--- config.mk ---
export PLATFORM = sky130hd
export DESIGN_NAME = frame_peak_power_detector
export DESIGN_NICKNAME = d
export VERILOG_FILES = /design/src/design/fppd_pkg.sv /design/src/design/fppd_in_stage.sv /design/src/design/fppd_frame_acc.sv /design/src/design/fppd_decide.sv /design/src/design/frame_peak_power_detector.sv
export SDC_FILE = /design/constraint.sdc
export NUM_CORES = 2
export LEC_CHECK = 0
export ABC_AREA = 0
export BUFFER_PORTS_ARGS = -buffer_cell sky130_fd_sc_hd__buf_2
export CAP_MARGIN = 25
export CORE_MARGIN = 1.5
export CORE_UTILIZATION = 26
export DETAILED_ROUTE_END_ITERATION = 10
export GPL_ROUTABILITY_DRIVEN = 0
export GPL_TIMING_DRIVEN = 0
export HOLD_SLACK_MARGIN = 0.15
export RECOVER_POWER = 25
export SLEW_MARGIN = 20
export SYNTH_ARGS = -nofsm -noshare
export SYNTH_HDL_FRONTEND = slang
export SYNTH_SLANG_ARGS = --single-unit
export TNS_END_PERCENT = 20
--- constraint.sdc ---
create_clock -name aclk -period 8.6 [get_ports aclk]
set_input_delay 1.29 -clock aclk [delete_from_list [all_inputs] [get_ports aclk]]
set_output_delay 1.29 -clock aclk [all_outputs]
set_load 0.005 [all_outputs]
--- src/design/fppd_pkg.sv ---
// Package for the frame peak/power detector: fixed field widths, register
// indexes and reset values shared by every module of the block.
// No dependencies.
`default_nettype none

package fppd_pkg;

    localparam int SAMPLE_W   = 16;  // signed Q1.15 sample
    localparam int SQ_W       = 31;  // square of a sample, at most 2^30
    localparam int PLIM_W     = 13;  // peak_limit register
    localparam int CFG_ADDR_W = 1;
    localparam int CFG_DATA_W = 16;
    localparam int IN_TDATA_W = 16;
    localparam int OUT_TDATA_W = 8;

    typedef enum logic [CFG_ADDR_W-1:0] {
        REG_THRESHOLD  = 1'b0,
        REG_PEAK_LIMIT = 1'b1
    } cfg_reg_t;

    localparam logic signed [SAMPLE_W-1:0] THRESHOLD_RST  = '0;
    localparam logic [PLIM_W-1:0]          PEAK_LIMIT_RST = 13'd5;

endpackage

`default_nettype wire

--- src/design/fppd_in_stage.sv ---
// Input register of the detector: captures one sample request and squares it.
// Depends on fppd_pkg.
`default_nettype none

module fppd_in_stage
    import fppd_pkg::*;
(
    input  wire logic                       aclk,
    input  wire logic                       aresetn,
    input  wire logic                       s_tvalid,
    output logic                            s_tready,
    input  wire logic [IN_TDATA_W-1:0]      s_tdata,   // [15:0] sample
    input  wire logic                       s_tlast,
    input  wire logic                       item_take,
    output logic                            item_valid,
    output logic signed [SAMPLE_W-1:0]      item_sample,
    output logic                            item_last,
    output logic [SQ_W-1:0]                 item_sq
);

    logic                         valid_reg, valid_next;
    logic signed [SAMPLE_W-1:0]   sample_reg;
    logic                         last_reg;
    logic [SQ_W-1:0]              sq_reg;
    logic signed [SAMPLE_W-1:0]   in_sample;
    logic signed [2*SAMPLE_W-1:0] in_prod;
    logic                         accept;

    assign in_sample = s_tdata[SAMPLE_W-1:0];
    assign in_prod   = in_sample * in_sample;
    assign s_tready  = !valid_reg || item_take;
    assign accept    = s_tvalid && s_tready;

    always_comb begin
        if (accept) begin
            valid_next = 1'b1;
        end else if (item_take) begin
            valid_next = 1'b0;
        end else begin
            valid_next = valid_reg;
        end
    end

    always_ff @(posedge aclk) begin
        if (!aresetn) begin
            valid_reg <= 1'b0;
        end else begin
            valid_reg <= valid_next;
        end
    end

    // The square never exceeds 2^30, so the top bit of the product is dropped.
    always_ff @(posedge aclk) begin
        if (accept) begin
            sample_reg <= in_sample;
            last_reg   <= s_tlast;
            sq_reg     <= in_prod[SQ_W-1:0];
        end
    end

    assign item_valid  = valid_reg;
    assign item_sample = sample_reg;
    assign item_last   = last_reg;
    assign item_sq     = sq_reg;

endmodule

`default_nettype wire

--- src/design/fppd_frame_acc.sv ---
// Per-frame accumulator: neighbour samples, peak count, sample count and sum
// of squares, with a result register loaded on the last sample of a frame.
// Depends on fppd_pkg.
`default_nettype none

module fppd_frame_acc
    import fppd_pkg::*;
#(
    parameter int MAX_FRAME = 4096,
    parameter int CNT_W     = 13,
    parameter int SUM_W     = 43
) (
    input  wire logic                       aclk,
    input  wire logic                       aresetn,
    input  wire logic                       item_valid,
    input  wire logic signed [SAMPLE_W-1:0] item_sample,
    input  wire logic                       item_last,
    input  wire logic [SQ_W-1:0]            item_sq,
    output logic                            item_take,
    input  wire logic signed [SAMPLE_W-1:0] threshold,
    input  wire logic                       res_ready,
    output logic                            res_valid,
    output logic [SUM_W-1:0]                res_sum,
    output logic [CNT_W-1:0]                res_count,
    output logic [CNT_W-1:0]                res_peaks,
    output logic                            res_ovf
);

    localparam logic [CNT_W-1:0] CNT_MAX = CNT_W'(MAX_FRAME);
    localparam logic [CNT_W-1:0] CNT_TWO = CNT_W'(2);

    logic signed [SAMPLE_W-1:0] prev_reg, prev_next;
    logic signed [SAMPLE_W-1:0] older_reg, older_next;
    logic [CNT_W-1:0]           count_reg, count_next;
    logic [CNT_W-1:0]           peaks_reg, peaks_next;
    logic [SUM_W-1:0]           sum_reg, sum_next;
    logic                       ovf_reg, ovf_next;
    logic                       res_valid_reg, res_valid_next;
    logic [SUM_W-1:0]           res_sum_reg;
    logic [CNT_W-1:0]           res_count_reg;
    logic [CNT_W-1:0]           res_peaks_reg;
    logic                       res_ovf_reg;

    logic                       kept;
    logic                       is_peak;
    logic                       res_free;

    assign res_free  = !res_valid_reg || res_ready;
    assign item_take = item_valid && (!item_last || res_free);

    assign kept    = count_reg < CNT_MAX;
    // The held sample is a peak only once both of its neighbours are known.
    assign is_peak = (count_reg >= CNT_TWO) && (prev_reg > threshold) &&
                     (prev_reg > older_reg) && (prev_reg > item_sample);

    // Updated frame values, as if the current sample had been taken in.
    always_comb begin
        prev_next  = prev_reg;
        older_next = older_reg;
        count_next = count_reg;
        peaks_next = peaks_reg;
        sum_next   = sum_reg;
        ovf_next   = ovf_reg;
        if (kept) begin
            if (is_peak && (peaks_reg < CNT_MAX)) begin
                peaks_next = peaks_reg + CNT_W'(1);
            end
            sum_next   = sum_reg + SUM_W'(item_sq);
            count_next = count_reg + CNT_W'(1);
            older_next = prev_reg;
            prev_next  = item_sample;
        end else begin
            ovf_next = 1'b1;
        end
    end

    always_comb begin
        if (item_take && item_last) begin
            res_valid_next = 1'b1;
        end else if (res_ready) begin
            res_valid_next = 1'b0;
        end else begin
            res_valid_next = res_valid_reg;
        end
    end

    always_ff @(posedge aclk) begin
        if (!aresetn) begin
            prev_reg      <= '0;
            older_reg     <= '0;
            count_reg     <= '0;
            peaks_reg     <= '0;
            sum_reg       <= '0;
            ovf_reg       <= 1'b0;
            res_valid_reg <= 1'b0;
        end else begin
            res_valid_reg <= res_valid_next;
            if (item_take) begin
                if (item_last) begin
                    prev_reg  <= '0;
                    older_reg <= '0;
                    count_reg <= '0;
                    peaks_reg <= '0;
                    sum_reg   <= '0;
                    ovf_reg   <= 1'b0;
                end else begin
                    prev_reg  <= prev_next;
                    older_reg <= older_next;
                    count_reg <= count_next;
                    peaks_reg <= peaks_next;
                    sum_reg   <= sum_next;
                    ovf_reg   <= ovf_next;
                end
            end
        end
    end

    always_ff @(posedge aclk) begin
        if (item_take && item_last) begin
            res_sum_reg   <= sum_next;
            res_count_reg <= count_next;
            res_peaks_reg <= peaks_next;
            res_ovf_reg   <= ovf_next;
        end
    end

    assign res_valid = res_valid_reg;
    assign res_sum   = res_sum_reg;
    assign res_count = res_count_reg;
    assign res_peaks = res_peaks_reg;
    assign res_ovf   = res_ovf_reg;

`ifndef SYNTHESIS
    a_count_bounded: assert property (@(posedge aclk) disable iff (!aresetn)
        count_reg <= CNT_MAX)
        else $error("Sample count ran past the frame limit.");

    a_clear_after_last: assert property (@(posedge aclk) disable iff (!aresetn)
        (item_take && item_last) |=> (count_reg == '0 && !ovf_reg && sum_reg == '0))
        else $error("Frame state not cleared after the last sample.");

    a_ovf_only_when_full: assert property (@(posedge aclk) disable iff (!aresetn)
        ovf_reg |-> (count_reg == CNT_MAX))
        else $error("Overflow flagged before the frame was full.");

    a_peaks_below_count: assert property (@(posedge aclk) disable iff (!aresetn)
        peaks_reg <= count_reg)
        else $error("More peaks than samples in the frame.");
`endif

endmodule

`default_nettype wire

--- src/design/fppd_decide.sv ---
// Decision stages: power bound multiply, then the compares into the output
// register of the result channel. Depends on fppd_pkg.
`default_nettype none

module fppd_decide
    import fppd_pkg::*;
#(
    parameter int CNT_W = 13,
    parameter int SUM_W = 43
) (
    input  wire logic                       aclk,
    input  wire logic                       aresetn,
    input  wire logic signed [SAMPLE_W-1:0] threshold,
    input  wire logic [PLIM_W-1:0]          peak_limit,
    input  wire logic                       res_valid,
    output logic                            res_ready,
    input  wire logic [SUM_W-1:0]           res_sum,
    input  wire logic [CNT_W-1:0]           res_count,
    input  wire logic [CNT_W-1:0]           res_peaks,
    input  wire logic                       res_ovf,
    output logic                            m_tvalid,
    input  wire logic                       m_tready,
    output logic [OUT_TDATA_W-1:0]          m_tdata   // [0] detected, [1] frame_too_long
);

    localparam int CMP_W = (CNT_W > PLIM_W) ? CNT_W : PLIM_W;

    logic signed [2*SAMPLE_W-1:0] tsq_prod;
    logic [SQ_W-1:0]              tsq_reg;
    logic [SUM_W-1:0]             bound;

    logic                         mul_valid_reg, mul_valid_next;
    logic [SUM_W-1:0]             bound_reg;
    logic [SUM_W-1:0]             sum_reg;
    logic                         peak_ok_reg;
    logic                         ovf_reg;

    logic                         out_valid_reg, out_valid_next;
    logic                         detected_reg;
    logic                         too_long_reg;
    logic                         out_free;

    assign tsq_prod = threshold * threshold;
    // Product fits in SUM_W bits since the count never exceeds the frame limit.
    assign bound    = SUM_W'(tsq_reg) * SUM_W'(res_count);

    assign out_free  = !out_valid_reg || m_tready;
    assign res_ready = !mul_valid_reg || out_free;

    always_comb begin
        if (res_valid && res_ready) begin
            mul_valid_next = 1'b1;
        end else if (out_free) begin
            mul_valid_next = 1'b0;
        end else begin
            mul_valid_next = mul_valid_reg;
        end
    end

    always_comb begin
        if (mul_valid_reg && out_free) begin
            out_valid_next = 1'b1;
        end else if (m_tready) begin
            out_valid_next = 1'b0;
        end else begin
            out_valid_next = out_valid_reg;
        end
    end

    always_ff @(posedge aclk) begin
        if (!aresetn) begin
            mul_valid_reg <= 1'b0;
            out_valid_reg <= 1'b0;
        end else begin
            mul_valid_reg <= mul_valid_next;
            out_valid_reg <= out_valid_next;
        end
    end

    // The threshold square is registered from the threshold register; it is
    // settled long before a frame result reaches the multiplier.
    always_ff @(posedge aclk) begin
        tsq_reg <= tsq_prod[SQ_W-1:0];
    end

    always_ff @(posedge aclk) begin
        if (res_valid && res_ready) begin
            bound_reg   <= bound;
            sum_reg     <= res_sum;
            peak_ok_reg <= CMP_W'(res_peaks) > CMP_W'(peak_limit);
            ovf_reg     <= res_ovf;
        end
    end

    always_ff @(posedge aclk) begin
        if (mul_valid_reg && out_free) begin
            detected_reg <= (sum_reg > bound_reg) && peak_ok_reg;
            too_long_reg <= ovf_reg;
        end
    end

    assign m_tvalid = out_valid_reg;
    assign m_tdata  = {{(OUT_TDATA_W-2){1'b0}}, too_long_reg, detected_reg};

`ifndef SYNTHESIS
    a_out_from_mul: assert property (@(posedge aclk) disable iff (!aresetn)
        $rose(m_tvalid) |-> $past(mul_valid_reg))
        else $error("Result request raised without a decision in flight.");

    a_out_stable_when_stalled: assert property (@(posedge aclk) disable iff (!aresetn)
        (m_tvalid && !m_tready) |=> (m_tvalid && $stable(m_tdata)))
        else $error("Result request changed while the receiver stalled.");

    a_hold_when_stalled: assert property (@(posedge aclk) disable iff (!aresetn)
        (mul_valid_reg && !out_free) |=> mul_valid_reg)
        else $error("Decision stage dropped a result while the output stalled.");
`endif

endmodule

`default_nettype wire

--- src/design/frame_peak_power_detector.sv ---
// Frame peak/power detector, top level: configuration registers and the
// three pipeline parts. Depends on fppd_pkg, fppd_in_stage, fppd_frame_acc
// and fppd_decide.
//
// Usage: samples (signed Q1.15) enter on the s_ channel one request per
// clock unless stalled, framed by s_tlast. Each frame yields exactly one
// result request on the m_ channel: detected when the sum of squares exceeds
// threshold^2 times the frame length and the strict local maxima above
// threshold outnumber peak_limit; frame_too_long when more than MAX_FRAME
// samples arrived (only the first MAX_FRAME count). Non-last samples give
// no result. Throughput: one sample per cycle unless s_tready is low.
// After the last sample of a frame is accepted, its result passes the input
// register, accumulator, bound multiply and output register in turn.
// A stalled m_ channel holds its result while non-last samples keep flowing;
// s_tready falls only when a further frame end finds all result stages full.
// Reset (aresetn low, synchronous) empties the pipeline, clears the frame
// state and sets threshold to 0 and peak_limit to 5. Configuration writes
// land in registers and belong between frames or at idle times.
`default_nettype none

module frame_peak_power_detector
    import fppd_pkg::*;
#(
    parameter int MAX_FRAME = 4096
) (
    input  wire logic                    aclk,
    input  wire logic                    aresetn,
    input  wire logic                    cfg_wr_en,
    input  wire logic [CFG_ADDR_W-1:0]   cfg_addr,
    input  wire logic [CFG_DATA_W-1:0]   cfg_wdata,
    input  wire logic                    s_tvalid,
    output logic                         s_tready,
    input  wire logic [IN_TDATA_W-1:0]   s_tdata,   // [15:0] sample
    input  wire logic                    s_tlast,
    output logic                         m_tvalid,
    input  wire logic                    m_tready,
    output logic [OUT_TDATA_W-1:0]       m_tdata    // [0] detected, [1] frame_too_long
);

    localparam int CNT_W = $clog2(MAX_FRAME + 1);
    localparam int SUM_W = (SQ_W - 1) + CNT_W;

    logic signed [SAMPLE_W-1:0] threshold_reg;
    logic [PLIM_W-1:0]          peak_limit_reg;

    logic                       item_valid;
    logic signed [SAMPLE_W-1:0] item_sample;
    logic                       item_last;
    logic [SQ_W-1:0]            item_sq;
    logic                       item_take;

    logic                       res_valid;
    logic                       res_ready;
    logic [SUM_W-1:0]           res_sum;
    logic [CNT_W-1:0]           res_count;
    logic [CNT_W-1:0]           res_peaks;
    logic                       res_ovf;

    always_ff @(posedge aclk) begin
        if (!aresetn) begin
            threshold_reg  <= THRESHOLD_RST;
            peak_limit_reg <= PEAK_LIMIT_RST;
        end else if (cfg_wr_en) begin
            unique case (cfg_reg_t'(cfg_addr))
                REG_THRESHOLD:  threshold_reg  <= cfg_wdata[SAMPLE_W-1:0];
                REG_PEAK_LIMIT: peak_limit_reg <= cfg_wdata[PLIM_W-1:0];
                default: ;
            endcase
        end
    end

    fppd_in_stage u_in_stage (
        .aclk        (aclk),
        .aresetn     (aresetn),
        .s_tvalid    (s_tvalid),
        .s_tready    (s_tready),
        .s_tdata     (s_tdata),
        .s_tlast     (s_tlast),
        .item_take   (item_take),
        .item_valid  (item_valid),
        .item_sample (item_sample),
        .item_last   (item_last),
        .item_sq     (item_sq)
    );

    fppd_frame_acc #(
        .MAX_FRAME (MAX_FRAME),
        .CNT_W     (CNT_W),
        .SUM_W     (SUM_W)
    ) u_frame_acc (
        .aclk        (aclk),
        .aresetn     (aresetn),
        .item_valid  (item_valid),
        .item_sample (item_sample),
        .item_last   (item_last),
        .item_sq     (item_sq),
        .item_take   (item_take),
        .threshold   (threshold_reg),
        .res_ready   (res_ready),
        .res_valid   (res_valid),
        .res_sum     (res_sum),
        .res_count   (res_count),
        .res_peaks   (res_peaks),
        .res_ovf     (res_ovf)
    );

    fppd_decide #(
        .CNT_W (CNT_W),
        .SUM_W (SUM_W)
    ) u_decide (
        .aclk       (aclk),
        .aresetn    (aresetn),
        .threshold  (threshold_reg),
        .peak_limit (peak_limit_reg),
        .res_valid  (res_valid),
        .res_ready  (res_ready),
        .res_sum    (res_sum),
        .res_count  (res_count),
        .res_peaks  (res_peaks),
        .res_ovf    (res_ovf),
        .m_tvalid   (m_tvalid),
        .m_tready   (m_tready),
        .m_tdata    (m_tdata)
    );

endmodule

`default_nettype wire

# Word-level counts from Yosys, hierarchy flattened
# Cells that the tools add are included.
dict set report totals {
  regBits 374
  wordCells 90
  inputBits 39
}
dict set report op_classes {
  order_cmp 8
  bitwise_logic 1
  n_reduce_logical 28
  add_sub_neg 3
  n_mul 3
  mux 21
}
# cell count
set ops {}
lappend ops {{$mux W43} 2}
lappend ops {{$mux W13} 5}
lappend ops {{$mux W16} 4}
lappend ops {{$mul A16 B16 Y31} 2}
lappend ops {{$gt A16 B16 Y1} 3}
lappend ops {{$add A43 B31 Y43} 1}
lappend ops {{$gt A43 B43 Y1} 1}
lappend ops {{$mul A31 B13 Y43} 1}
lappend ops {{$add A13 B1 Y13 const B} 2}
lappend ops {{$lt A13 B13 Y1 const B} 2}
lappend ops {{$ge A13 B2 Y1 const B} 1}
lappend ops {{$gt A13 B13 Y1} 1}
lappend ops {{$logic_and A1 B1 Y1} 10}
lappend ops {{$mux W1} 10}
lappend ops {{$reduce_bool A2 Y1} 5}
lappend ops {{$reduce_and A2 Y1} 3}
lappend ops {{$logic_not A1 Y1} 5}
lappend ops {{$logic_or A1 B1 Y1} 5}
lappend ops {{$not A1 Y1} 1}

# Longest topological paths before layout
dict set report depth {
  depth_word 9
  ltp_mapped 25
  depth_no_buf 24
}

# Modules after synthesis
# A second synthesis with hierarchy kept.
dict set report hier_totals {
  cells_unflattened 4991
  area_unflattened_um2 47286.6
}
# mod n_inst area_per_inst_um2 seq_area_each_um2 cells_each
set by_module_without_submodules {}
lappend by_module_without_submodules {fppd_decide 1 25738.4 3343.2 2718}
lappend by_module_without_submodules {fppd_in_stage 1 10416.2 1401.3 1070}
lappend by_module_without_submodules {fppd_frame_acc 1 9983.3 4164.0 1087}
lappend by_module_without_submodules {frame_peak_power_detector 1 1148.6 580.6 116}

# Worst setup path after synthesis
# No wires, ideal clock.
dict set report synth_path {
  path_kind {input port to flip-flop}
  from {input s_tdata[4]}
  to {register u_in_stage.sq_reg[30] (netlist: u_in_stage.item_sq[30]), data pin}
  setup_time_ns 0.260
  path_slack_ns 1.299
  required_ns 8.340
  stages 21
  arrival_ns 7.041
  n_path_buf 2
  cell_sequence {clkbuf_1 -> clkbuf_1 -> nand2_1 -> fa_1 -> fa_1 -> inv_1 -> fa_1 -> fa_1 -> fa_1 -> inv_1 -> fa_1 -> inv_1 -> ha_1 -> o21a_1 -> o21a_1 -> a311o_1 -> nor4_1 -> o31ai_1 -> o21a_1 -> nor2_1 -> xnor2_1}
}
dict set report synth_between {
  elab_chain_len 1
}
# element line_no
set synth_rtl {}
lappend synth_rtl {{start, declared} frame_peak_power_detector.sv:33} ;# input wire logic [IN_TDATA_W-1:0] s_tdata,
lappend synth_rtl {{$mul A16 B16 Y31} fppd_in_stage.sv:30} ;# assign in_prod = in_sample * in_sample;
lappend synth_rtl {{via u_in_stage.in_prod[30]} fppd_in_stage.sv:26} ;# logic signed [2*SAMPLE_W-1:0] in_prod;
lappend synth_rtl {{end signal, assigned} fppd_in_stage.sv:57} ;# sq_reg <= in_prod[SQ_W-1:0];
lappend synth_rtl {{end, declared} fppd_in_stage.sv:24} ;# logic [SQ_W-1:0] sq_reg;
# The timed path passes the listed nets, and every way through them passes these cells.
# A chain may end at the register's enable or synchronous reset.

# Worst setup path in the final report
dict set report layout_path {
  from {input s_tdata[5]}
  to {register u_in_stage.sq_reg[30] (netlist: u_in_stage.item_sq[30]), data pin}
}
# Same word-level chain as after synthesis.

==> results.py <==
metrics = {
    "placement": {
        "place_ws_ns": -0.342,
        "dp_hpwl_um": 98600,
        "port_buffers": 42,
    },
    "drt": {
        "drt-pass1-iter-count": 5,
        "ant_nets": 0,
        "drtIter0Drc": 2037,
        "wl_per_cell_um": 16.1,
        "via_count": 33000,
        "drcViolationCount": 0,
        "wirelength_um": 118000,
        "viasPerCell": 4.49,
    },
    "global_routing": {
        "track_usage": 0.131,
        "antenna_found_initial": 6,
        "grt_use_met2": 0.224,
        "grt_pass1_wl_um": 187000,
        "use_met1": 0.174,
        "grt.busiest_layer": "met2",
        "grt-ovfl-total": 0,
        "grt_max_degree": 36,
        "met3_usage": 0.0137,
        "grt_pass1_vias": 34200,
    },
    "clock_network": {
        "cts_made_buffers": 43,
        "cts_tree": "built",
        "htree_levels": 2,
        "cts_sinks": 371,
        "path_clk_slew_ns": 0.06,
        "cts_setup_buffers": 0,
        "hold_buffers": 0,
        "clk_latency_ns": 0.60,
        "clock_path_buffers": 3,
        "cts-root-buf": "clkbuf_16",
        "cts-resized-gates": 0,
    },
    "synthesis": {
        "synth_top_area_cell": "fa_1",
        "synth.top_cell.area_share": 0.334,
        "synth-edff-count": 206,
        "seq_area_frac_synth": 0.206,
        "ys_ff_latch": 371,
        "synthesis.area_um2": 46100,
        "ys_async_sr_fraction": 0,
        "synth_flop_cell": "edfxtp_1",
        "synth.avg_cell_area_um2": 9.50,
        "postSynthCellCount": 4856,
        "synth_area_leaders": "fa_1 33%, edfxtp_1 13%, ha_1 11%",
        "yosys_warnings": 0,
        "yosysMostFrequentCell": "inv_1",
        "synth_cell_type_count": 82,
        "synth_top_cells_by_count": "1060 x inv_1, 769 x fa_1, 583 x nand2_1",
    },
    "worst_setup_path": {
        "ff2ff_setup_slack_ns": 0.80,
        "cp_slowest_cell": "clkbuf_1",
        "worst_setup_path_end_kind": "flip-flop",
        "critPathRequiredTime_ns": 8.92,
        "critical_path_peak_fanout": 10,
        "cp.arrival_ns": 8.63,
        "critical_path_buf_inv_count": 6,
        "critPathKind": "primary input to flip-flop",
        "crit_chain": "buf_2, clkbuf_1, clkbuf_1, nand2_1, fa_1, fa_1, inv_1, fa_1, fa_1, fa_1, inv_1, fa_1, inv_1, ha_1, o21a_1, o21a_1, a311o_1, nor4_1, o31ai_1, o21a_1, nor2_1, xnor2_1",
        "reg2reg_to": "u_decide.tsq_reg[30]$_DFF_P_",
        "start_kind": "primary input",
        "max_stage_delay_ns": 0.60,
        "cpMostUsedCell": "fa_1",
        "r2r_cells": 20,
        "crit_family": "adder cells",
        "r2r-start": "threshold_reg[15]$_SDFFE_PN0P_",
    },
    "run": {
        "maxCapViolations": 1,
    },
    "status": {
        "violations": "max-capacitance violations, max-slew violations",
        "status": "finished, violations left",
    },
    "timing": {
        "fin_crit_sh": 0.966,
        "tightest_slew_ns": 1.84,
        "rsz0062_at_grt": "false",
        "finalMaxSlewViolations": 23,
        "slew_headroom": -0.232,
        "hold_viol_final": 0,
        "period_minus_slack_ns": 8.31,
        "setup_viol": 0,
        "fin_ws_ns": 0.290,
        "max_clock_freq_mhz": 120,
        "skew_ns": 0.0304,
    },
    "floorplan": {
        "die_area_um2": 180000,
        "ioPinCount": 49,
        "die_y_um": 424,
        "initial_core_util": 0.262,
        "row_count": 154,
        "die_w_um": 424,
        "core-area_um2": 176000,
    },
    "hold_path": {
        "min_path_cells": 0,
        "min_path_type": "flip-flop to flip-flop",
        "min_from": "u_frame_acc.res_sum[27]$_DFFE_PP_",
        "hold_end": "u_decide.sum_reg[27]$_DFFE_PP_",
    },
    "power": {
        "power_density_nw_per_um2": 252,
        "ir_drop_mv": 0.374,
        "finalPower_uw": 12800,
        "p_leak_uw": 0.0241,
    },
    "final_layout": {
        "synthToLayoutAreaGrowth_pct": 10.3,
        "nNetsFinal": 6167,
        "drive_above_1_share": 0.0308,
        "nFillCells": 18600,
    },
}
[per-stage QoR]
step / utilization / cell area (um^2) / hold WS, ns / std cells / setup TNS [ns]
after floorplan: - / 46200 / 0.400 / 4867 / 0
after global placement: 0.280 / 49300 / 0.403 / 7249 / -0.530
after detailed placement: 0.281 / 49500 / 0.405 / 7256 / -0.651
after CTS: 0.289 / 50900 / 0.396 / 7336 / 0
after global routing: 0.289 / 50900 / 0.411 / 7336 / 0
final: 0.289 / 50900 / 0.403 / 7337 / 0
[report_power, final]
| group | leakage, uW | internal, uW | total [uW] | switching (uW) |
|---|---|---|---|---|
| Sequential | 0.00333 | 2450 | 2570 | 119 |
| Clock | 0.000711 | 1090 | 1870 | 786 |
| Combinational | 0.0201 | 3520 | 8380 | 4850 |
| Total | 0.0241 | 7060 | 12800 | 5760 |
[worst max path at each step]
stage                     from                                to  cells past startpoint
finish              s_tdata[5]  u_in_stage.item_sq[30]$_DFFE_PP_                     22
detailed placement  s_tdata[4]  u_in_stage.item_sq[30]$_DFFE_PP_                     22
floorplan           s_tdata[4]  u_in_stage.item_sq[30]$_DFFE_PP_                     21
global route        s_tdata[4]  u_in_stage.item_sq[30]$_DFFE_PP_                     22
global placement    s_tdata[4]  u_in_stage.item_sq[30]$_DFFE_PP_                     22
CTS                 s_tdata[4]  u_in_stage.item_sq[30]$_DFFE_PP_                     22
[cell type report]
cell class / count / area (um^2) / share of cell area
Antenna cell: 1 / 2.50 / 0.0000492
Clock buffer: 61 / 1250 / 0.0245
Inverter: 1073 / 4030 / 0.0792
Clock inverter: 19 / 215 / 0.00423
Buffer: 172 / 686 / 0.0135
Sequential cell: 371 / 9490 / 0.187
Tap cell: 2340 / 2930 / 0.0575
Multi-Input combinational cell: 3251 / 32000 / 0.628
Timing Repair Buffer: 49 / 317 / 0.00622
[cells by family after synthesis]
group | share of synthesized area
buffers and inverters | 0.102
and+or+nand+nor | 0.121
adders and majority gates | 0.442
AOI/OAI and AO/OA | 0.0914
DFF | 0.206
xor gates and xnor gates | 0.0348
muxes | 0.00242
other | 0.000163
[routing by layer]
layer | share of wire | vias up
li1 | - | 15400
met1 | 0.44 | 16600
met2 | 0.48 | 813
met3 | 0.048 | 185
met4 | 0.028 | 0
met5 | 0 | -
[cells in the final DEF, fill, tap and decap left out, types with 9 or more instances in the layout]
cell type,instances
a22oi_1,54
clkbuf_16,45
a211oi_1,21
conb_1,13
xor2_1,47
nor3_1,32
inv_1,1060
nor4_1,9
o21ai_0,112
clkbuf_1,184
o21bai_1,20
buf_4,9
a31o_2,13
a31oi_1,30
or3_1,13
o21a_1,28
dfxtp_1,165
nor2b_1,19
and3_1,18
nand2_1,583
xnor2_1,136
nor2_1,253
nand2b_1,15
edfxtp_1,206
nand4_1,35
o211ai_1,18
ha_1,398
buf_2,28
fa_1,769
nand3_1,45
and2_1,174
a21oi_1,172
a21o_1,93
clkinv_1,13
Note: power is estimated with default switching activity, not from simulation.
